<file path="src/rtl/teq_pkg.sv">
package teq_pkg;

    localparam int QUEUE_DEPTH_DEF = 32;
    localparam int NUM_KINDS_DEF   = 16;
    localparam int MAX_POP         = 32;
    localparam int CNT_W           = 6;
    localparam int COUNT_MAX       = 63;

    typedef enum logic [2:0] {
        CMD_DELAY  = 3'd0,
        CMD_ABS    = 3'd1,
        CMD_TICK   = 3'd2,
        CMD_QCOUNT = 3'd3,
        CMD_QAGE   = 3'd4
    } t_cmd;

    typedef enum logic [1:0] {
        OP_SCHED,
        OP_TICK,
        OP_QCOUNT,
        OP_QAGE
    } t_op;

    typedef enum logic [1:0] {
        RK_FIRED = 2'd0,
        RK_ACK   = 2'd1,
        RK_COUNT = 2'd2,
        RK_AGE   = 2'd3
    } t_rkind;

    typedef enum logic {
        ST_IDLE,
        ST_TICK
    } t_state;

    typedef struct packed {
        t_op         op;
        logic [3:0]  kind;
        logic [31:0] due;
        logic [31:0] now;
        logic [15:0] tag;
    } t_req;

endpackage

</file>
<file path="src/rtl/teq_front.sv">
module teq_front (
    input  logic              i_clk,
    input  logic              i_rst_n,
    input  logic              i_in_valid,
    output logic              o_in_stall,
    input  logic [2:0]        i_cmd,
    input  logic [3:0]        i_event_kind,
    input  logic [31:0]       i_time_value,
    input  logic [31:0]       i_now_time,
    input  logic [15:0]       i_label_tag,
    output teq_pkg::t_req     o_req,
    output logic              o_req_valid,
    input  logic              i_req_pop
);

    teq_pkg::t_req r_ent [2];
    logic          r_wr;
    logic          r_rd;
    logic [1:0]    r_cnt;

    logic          accept;
    logic          push;
    logic          pop;
    logic [32:0]   sum;
    teq_pkg::t_req req;

    assign o_in_stall  = (r_cnt == 2'd2);
    assign accept      = i_in_valid && !o_in_stall;
    assign o_req_valid = (r_cnt != 2'd0);
    assign o_req       = r_ent[r_rd];
    assign pop         = i_req_pop && o_req_valid;

    always_comb begin
        sum      = {1'b0, i_now_time} + {1'b0, i_time_value};
        req.kind = i_event_kind;
        req.now  = i_now_time;
        req.tag  = i_label_tag;
        req.due  = i_time_value;
        req.op   = teq_pkg::OP_SCHED;
        push     = accept;
        case (i_cmd)
            teq_pkg::CMD_DELAY: begin
                // saturate the delayed due time
                req.due = sum[32] ? 32'hFFFF_FFFF : sum[31:0];
            end
            teq_pkg::CMD_ABS:    req.op = teq_pkg::OP_SCHED;
            teq_pkg::CMD_TICK:   req.op = teq_pkg::OP_TICK;
            teq_pkg::CMD_QCOUNT: req.op = teq_pkg::OP_QCOUNT;
            teq_pkg::CMD_QAGE:   req.op = teq_pkg::OP_QAGE;
            default:             push = 1'b0;
        endcase
    end

    always_ff @(posedge i_clk) begin
        if (!i_rst_n) begin
            r_wr  <= 1'b0;
            r_rd  <= 1'b0;
            r_cnt <= 2'd0;
        end else begin
            if (push) begin
                r_wr <= !r_wr;
            end
            if (pop) begin
                r_rd <= !r_rd;
            end
            r_cnt <= r_cnt + 2'(push) - 2'(pop);
        end
    end

    always_ff @(posedge i_clk) begin
        if (push) begin
            r_ent[r_wr] <= req;
        end
    end

endmodule

</file>
<file path="config.mk">
export PLATFORM = sky130hd
export DESIGN_NAME = teq_front
export DESIGN_NICKNAME = d
export VERILOG_FILES = /design/src/rtl/teq_pkg.sv /design/src/rtl/teq_front.sv
export SDC_FILE = /design/constraint.sdc
export NUM_CORES = 1
export LEC_CHECK = 0
export BUFFER_PORTS_ARGS = -buffer_cell sky130_fd_sc_hd__buf_2
export CORE_ASPECT_RATIO = 1.2
export CORE_MARGIN = 3
export CORE_UTILIZATION = 50
export CTS_CLUSTER_DIAMETER = 150
export CTS_CLUSTER_SIZE = 40
export DETAILED_ROUTE_END_ITERATION = 8
export GPL_TIMING_DRIVEN = 1
export PLACE_DENSITY = 0.89
export REMOVE_ABC_BUFFERS = 1
export SYNTH_ARGS = -nofsm -noshare
export SYNTH_HDL_FRONTEND = slang
export SYNTH_SLANG_ARGS = --single-unit
</file>
<file path="constraint.sdc">
create_clock -name i_clk -period 4.8 [get_ports i_clk]
set_input_delay 0.72 -clock i_clk [delete_from_list [all_inputs] [get_ports i_clk]]
set_output_delay 0.72 -clock i_clk [all_outputs]
set_load 0.1 [all_outputs]
</file>
==> results of run 1 <==
## metrics by stage
step / power (mW) / setup slack (ns) / instances / TNS (ns)
finish: 6.10 / 1.31 / 991 / 0
global route: 6.32 / 1.01 / 991 / 0
CTS: 6.15 / 1.26 / 987 / 0
detailed placement: 4.69 / 0.807 / 955 / 0
global placement: 4.66 / 0.876 / 955 / 0
floorplan: 4.29 / -0.426 / 558 / -70.94
## worst max path at each step
| stage | start | cells past startpoint | endpoint | slack [ns] |
|---|---|---|---|---|
| after global routing | i_now_time[0] | 12 | r_ent[0][70]$_DFFE_PP_ | 1.01 |
| after CTS | i_now_time[0] | 12 | r_ent[0][76]$_DFFE_PP_ | 1.26 |
| after floorplan | i_cmd[1] | 3 | r_ent[0][0]$_DFFE_PP_ | -0.43 |
| after detailed placement | i_now_time[0] | 12 | r_ent[1][76]$_DFFE_PP_ | 0.81 |
| final | i_now_time[0] | 12 | r_ent[1][71]$_DFFE_PP_ | 1.31 |
| after global placement | i_now_time[0] | 12 | r_ent[0][74]$_DFFE_PP_ | 0.88 |
## metal layers
layer,global-route usage [%],vias to the layer above
met1,23.5,2669
met5,0,-
met3,4.45,27
li1,-,2625
met4,7.89,0
met2,36.1,149
## state kept, by name, indices dropped and copies added, names as in the netlist, named ones only
signal and cells:
r_ent 172, r_rd 1, r_cnt 2, r_wr 1
## cell type report
cell class	instances	area, µm²
Fill cell	1274	6180
Sequential cell	177	5270
Multi-Input combinational cell	368	3060
Timing Repair Buffer	185	943
Clock buffer	17	425
Tap cell	212	265
Clock inverter	15	196
Inverter	13	48.8
Antenna cell	4	10.0
## worst register-to-register path, stage by stage (launching register included)
cell and delay, ns:
dfxtp_1 0.34, nand2b_1 0.15, nand3_1 0.21, nor2_4 0.42, buf_4 0.58
## power groups by stage
stage               logic (mW)  clock network [mW]  registers (mW)
floorplan                 2.27                   0            2.02
global placement          2.63                   0            2.03
detailed placement        2.65                   0            2.04
CTS                       2.66                1.48            2.01
global route              2.75                1.54            2.03
finish                    2.64                1.46            2.00
## synth_stat cells, drive strengths merged, types with 2 or more instances
cell,instances,area share (%)
o21bai,4,0.36
a2111oi,2,0.22
o21ai,22,1.3
o31ai,4,0.36
inv,13,0.58
nor3b,2,0.18
nand2,27,1.2
or2,2,0.15
nand4,4,0.30
nor3,4,0.24
nor2,24,1.1
nor2b,5,0.37
xor2,16,1.7
clkbuf,12,0.53
nand3b,2,0.18
o22a,30,3.1
nand3,4,0.24
and2,3,0.22
xnor2,16,1.7
a31oi,6,0.44
a21oi,33,2.0
a21o,7,0.62
nand2b,4,0.30
edfxtp,172,61
o21a,3,0.27
buf,9,0.55
o311ai,3,0.52
ha,34,5.0
a211oi,3,0.33
mux2,86,11
dfxtp,5,1.2
## cell families after synthesis
group	count (synthesis)	synth area share (%)
AO/OA/AOI/OAI	129	11.1
flip-flops	177	62.3
adder cells (fa/ha/maj)	35	5.27
XOR/XNOR	32	3.32
buffers and inverters	34	1.66
multiplexers	86	11.5
AND/OR/NAND/NOR	86	4.90
==> impl_metrics.py, run 1 <==
metrics = {
    "run_status": {
        "outcome": "complete, no violations",
    },
    "global_routing": {
        "grt_overflow": 0,
        "grt_max_degree": 78,
        "grt_pass1_wl_um": 29300,
        "antenna_found_initial": 4,
        "grt_pass1_vias": 5792,
        "grtUsageTotal_pct": 20.1,
    },
    "detailed_routing": {
        "wl_met3_um": 695,
        "wl_met1_um": 7610,
        "first_pass_iters": 4,
        "ant_nets": 0,
        "avgRoutedWirePerCell_um": 18.7,
        "vias": 5470,
        "drt_iter0_drc": 293,
        "drcViolationCount": 0,
        "top_layer_used": "met4",
        "wl_met2_um": 9940,
        "wl_um": 18600,
        "viasPerCell": 5.52,
    },
    "clock_network": {
        "clk-insertion-delay-late_ns": 0.43,
        "cts_buffers": 17,
        "clk_pin_slew_ns": 0.07,
        "clockRootBuffer": "clkbuf_16",
        "h-tree-depth": 4,
        "cts_setup_buffers": 0,
        "clock_path_buffers": 2,
        "cts_sinks": 177,
        "cts_tree": "yes",
        "cts_resized": 0,
        "hold_buffers": 0,
    },
    "setup_path": {
        "cp.arrival_ns": 3.78,
        "startpoint_type": "input port",
        "required_ns": 5.09,
        "slowest_stage": "nor2_2",
        "crit_buf_inv": 2,
        "timing.rr.end": "r_ent[1][37]$_DFFE_PP_",
        "critical-path-top-delay-family": "compound AO/OA/AOI/OAI gates",
        "critical_path_class": "input port to flip-flop",
        "max_stage_delay_ns": 0.51,
        "crit_chain": "buf_2 > ha_1 > fa_1 > a211oi_1 > o21ai_2 > o311ai_1 > a2111oi_1 > o21bai_1 > o21ba_2 > nor2_2 > buf_4 > o22a_1",
        "cp-end-kind": "flip-flop",
        "r2r_start": "r_cnt[0]$_SDFF_PN0_",
        "path_max_fanout": 19,
        "r2r_slack_ns": 2.72,
        "reg2reg_depth": 4,
    },
    "floorplanning": {
        "chipHeight_um": 148,
        "io_pins": 179,
        "die_area_mm2": 0.0185,
        "core_mm2": 0.0164,
        "die_w_um": 125,
        "row_count": 51,
        "start_util_pct": 51.5,
    },
    "placed_design": {
        "dp_hpwl_um": 13000,
        "placed_area_mm2": 0.00959,
        "port_buffers": 178,
        "gp_congestion": 0.880,
    },
    "power": {
        "p_sw_mw": 2.83,
        "powerDensity_mw_per_mm2": 597,
        "p_clk_share_pct": 23.9,
        "leakage_nw": 3.89,
        "ir_drop_mv": 0.452,
        "combPwrFrac_pct": 43.3,
        "p_int_mw": 3.28,
        "swShare_pct": 46.3,
        "pwr-share-seq_pct": 32.8,
    },
    "hold_path": {
        "holdPathEnd": "r_ent[1][9]$_DFFE_PP_",
        "min-delay-start": "i_label_tag[9]",
        "min_path_cells": 1,
        "min_path_type": "input port to flip-flop",
    },
    "sta": {
        "rsz0062_at_grt": "no",
        "fin_worst_skew_ns": 0.00863,
        "whs_ns": 0.480,
        "slew_headroom_pct": 27.7,
        "worstMarginPinSlew_ns": 1.08,
        "hold_viol": 0,
        "final_max_slew_viol_count": 0,
        "clock.fmax_mhz": 286,
        "setup_viol": 0,
        "finalCriticalPeriod_ns": 3.49,
        "fin_crit_sh_pct": 72.7,
    },
    "synth": {
        "netlist_instances": 579,
        "yosysWarnings": 0,
        "synthFlopType": "edfxtp_1",
        "synth_edf_count": 172,
        "syn_area_mm2": 0.00845,
        "synth.avg_cell_area_um2": 14.6,
        "synth_seq_area_share_pct": 62.3,
        "ys_seq_elements": 177,
        "synthDistinctLibCells": 59,
        "synthArstFlopShare_pct": 0,
    },
    "layout": {
        "layout_common_cells": "buf_2 (178), edfxtp_1 (172), mux2_2 (86)",
        "fin_nets": 888,
        "final_area_mm2": 0.0102,
        "mostFrequentLayoutCell": "buf_2",
        "area_growth_pct": 21.0,
        "drive_gt1_share_pct": 40.8,
        "fin_util_pct": 62.3,
    },
    "run": {
        "cap_violations": 0,
    },
}
Note: power is estimated with default switching activity, not from simulation.
==> run 2, diff against run 1 <==
--- a/config.mk
+++ b/config.mk
@@ -5,15 +5,16 @@
 export SDC_FILE = /design/constraint.sdc
 export NUM_CORES = 1
 export LEC_CHECK = 0
+export ABC_AREA = 1
 export BUFFER_PORTS_ARGS = -buffer_cell sky130_fd_sc_hd__buf_2
 export CORE_ASPECT_RATIO = 1.2
 export CORE_MARGIN = 3
-export CORE_UTILIZATION = 50
+export CORE_UTILIZATION = 56
 export CTS_CLUSTER_DIAMETER = 150
 export CTS_CLUSTER_SIZE = 40
 export DETAILED_ROUTE_END_ITERATION = 8
 export GPL_TIMING_DRIVEN = 1
-export PLACE_DENSITY = 0.89
+export PLACE_DENSITY = 0.93
 export REMOVE_ABC_BUFFERS = 1
 export SYNTH_ARGS = -nofsm -noshare
 export SYNTH_HDL_FRONTEND = slang
==> constraint.sdc (replaced) <==
create_clock -name i_clk -period 3.7 [get_ports i_clk]
set_input_delay 0.555 -clock i_clk [delete_from_list [all_inputs] [get_ports i_clk]]
set_output_delay 0.555 -clock i_clk [all_outputs]
set_load 0.1 [all_outputs]
==> run 2 against run 1 <==
First-iteration DRC count grew 39%. Highest routed layer unchanged. Die area shrank 1.4%. Register-to-register slack lost 1.1 ns. Critical path type is now flip-flop to output port. Wire length grew 11%. Non-clock buffer count shrank 3. Utilization grew 5.5 points. Sequential power grew 27%.
==> impl_metrics.py, run 2 <==
metrics = {
    "clock_network": {
        "h-tree-depth": 4,
        "clock_path_buffers": 2,
        "clockRootBuffer": "clkbuf_16",
        "clk-insertion-delay-late_ns": 0.43,
        "cts_buffers": 17,
        "hold_buffers": 0,
        "cts_resized": 0,
        "cts_setup_buffers": 0,
        "cts_sinks": 177,
        "clk_pin_slew_ns": 0.07,
        "cts_tree": "yes",
    },
    "placed_design": {
        "gp_congestion": 0.953,
        "port_buffers": 178,
        "dp_hpwl_um": 14900,
        "dp.cells": 1296,
    },
    "floorplanning": {
        "core_mm2": 0.0163,
        "io_pins": 179,
        "chipHeight_um": 147,
        "start_util_pct": 57.3,
        "row_count": 51,
        "die_w_um": 124,
        "die_area_mm2": 0.0182,
    },
    "sta": {
        "worstMarginPinSlew_ns": 0.609,
        "hold_viol": 0,
        "final_max_slew_viol_count": 0,
        "slew_headroom_pct": 59.4,
        "fin_crit_sh_pct": 74.9,
        "finalCriticalPeriod_ns": 2.77,
        "setup_viol": 0,
        "rsz0062_at_grt": "no",
        "clock.fmax_mhz": 361,
        "fin_worst_skew_ns": 0.00534,
    },
    "synth": {
        "syn_area_mm2": 0.00932,
        "synth.avg_cell_area_um2": 10.2,
        "yosysWarnings": 0,
        "synthArstFlopShare_pct": 0,
        "netlist_instances": 918,
        "ys_seq_elements": 177,
        "synth_seq_area_share_pct": 56.5,
        "yosysTopAreaCell": "edfxtp_1",
        "synthDistinctLibCells": 32,
        "synth.most_common_cell": "nand2_1",
        "synth_edf_count": 172,
        "yosys-top-cells-count": "nand2_1 (243), edfxtp_1 (172), inv_1 (140)",
        "yosysTopAreaCellShare_pct": 55.4,
        "synthFlopType": "edfxtp_1",
        "synth_area_leaders": "edfxtp_1 (55%), mux2_2 (10%), nand2_1 (9.8%), inv_1 (5.6%), nor2_1 (4.7%)",
    },
    "run_status": {
        "outcome": "complete, no violations",
    },
    "setup_path": {
        "crit_chain": "buf_12 > mux2_2 > buf_2",
        "slowest_stage": "dfxtp_4",
        "critical_path_class": "flip-flop to output port",
        "r2r_start": "r_cnt[1]$_SDFF_PN0_",
        "path_max_fanout": 47,
        "max_stage_delay_ns": 0.73,
        "timing.rr.end": "r_ent[1][62]$_DFFE_PP_",
        "startpoint_type": "flip-flop",
        "required_ns": 3.14,
        "cp.arrival_ns": 2.22,
        "cp-end-kind": "output port",
        "r2r_slack_ns": 1.63,
        "reg2reg_depth": 6,
        "crit_end": "o_req[60]",
    },
    "layout": {
        "layout_common_cells": "nand2_1 (243), buf_2 (178), edfxtp_1 (172)",
        "layout.cells.non_filler": 1328,
        "largest-register": "r_ent",
        "area_growth_pct": 18.4,
        "n_antenna_cell": 0,
        "fin_nets": 1229,
        "mostFrequentLayoutCell": "nand2_1",
        "largest_register_ffs": 172,
        "fin_util_pct": 67.8,
        "drive_gt1_share_pct": 28.4,
        "top_regs": "r_ent: 172 flops, r_cnt: 2 flops",
    },
    "detailed_routing": {
        "ant_nets": 0,
        "viasPerCell": 5.10,
        "first_pass_iters": 5,
        "drcViolationCount": 0,
        "wl_um": 20700,
        "vias": 6772,
        "avgRoutedWirePerCell_um": 15.6,
        "drt_iter0_drc": 408,
    },
    "power": {
        "swShare_pct": 46.2,
        "ir_drop_mv": 0.380,
        "power_mw": 7.48,
        "p_int_mw": 4.02,
        "pwr-share-seq_pct": 33.9,
        "leakage_nw": 5.01,
        "combPwrFrac_pct": 43.2,
        "powerDensity_mw_per_mm2": 678,
        "p_sw_mw": 3.45,
        "p_clk_share_pct": 23.0,
    },
    "global_routing": {
        "grt_pass1_wl_um": 33200,
        "antenna_found_initial": 0,
        "grt_pass1_vias": 6919,
        "grtUsageTotal_pct": 23.4,
        "grt_max_degree": 87,
        "grt_overflow": 0,
    },
    "hold_path": {
        "min_path_type": "input port to flip-flop",
    },
    "run": {
        "cap_violations": 0,
    },
}
==> run 2: how the worst min path moves through the flow <==
stage,startpoint,to,slack [ns],depth (start not counted)
6_report,i_label_tag[4],r_ent[1][4]$_DFFE_PP_,0.31,1
5_1_grt,i_label_tag[6],r_ent[1][6]$_DFFE_PP_,0.29,1
4_1_cts,i_label_tag[6],r_ent[1][6]$_DFFE_PP_,0.29,1
3_5_place_dp,r_rd$_SDFFE_PN0P_,flip-flop,0.46,1
3_3_place_gp,r_rd$_SDFFE_PN0P_,flip-flop,0.43,1
2_1_floorplan,r_rd$_SDFFE_PN0P_,flip-flop,0.43,1
==> run 2: cells by family after synthesis <==
logic type / share of synthesized area, %
adders and majority gates: 4.78
buffers and inverters: 6.63
muxes: 10.4
and+or+nand+nor: 17.9
DFF: 56.5
AOI/OAI and AO/OA: 2.32
xor gates and xnor gates: 1.50
==> run 2: cell type report <==
type | count | area, µm²
multi-input combinational | 584 | 3450
timing repair buffer | 182 | 958
fill | 1277 | 5240
tap | 212 | 265
clock buffer | 18 | 429
sequential | 177 | 5270
clock inverter | 14 | 133
inverter | 141 | 529
==> run 2: layer usage <==
layer / global-route usage [%] / part of all wire [%] / up-vias
met5: 0 / 0 / -
li1: - / - / 3393
met3: 4.89 / 5.7 / 33
met1: 29.2 / 41 / 3153
met4: 7.81 / 1.7 / 0
met2: 40.2 / 52 / 193
==> run 2: critical path, delay by kind of cell, from the launching register on <==
family	cells	cell delay [ns]
DFF	1	0.73
muxes	1	0.40
buffers and inverters	2	0.62
==> run 2: metrics by stage <==
stage / hold WS (ns) / instance area (µm²) / setup slack [ns] / setup TNS [ns]
4_1_cts: 0.293 / 11000 / 0.866 / 0
2_1_floorplan: 0.425 / 9230 / -1.61 / -275.31
3_3_place_gp: 0.433 / 10500 / 0.915 / 0
3_5_place_dp: 0.455 / 10500 / 0.833 / 0
6_report: 0.311 / 11000 / 0.927 / 0
5_1_grt: 0.292 / 11000 / 0.828 / 0
==> run 2: power by group through the flow <==
| stage | combinational, mW | clock (mW) | sequential [mW] |
|---|---|---|---|
| floorplan | 2.70 | 0 | 2.60 |
| global placement | 3.21 | 0 | 2.56 |
| detailed placement | 3.23 | 0 | 2.58 |
| CTS | 3.24 | 1.75 | 2.54 |
| global route | 3.39 | 1.83 | 2.56 |
| finish | 3.23 | 1.72 | 2.53 |
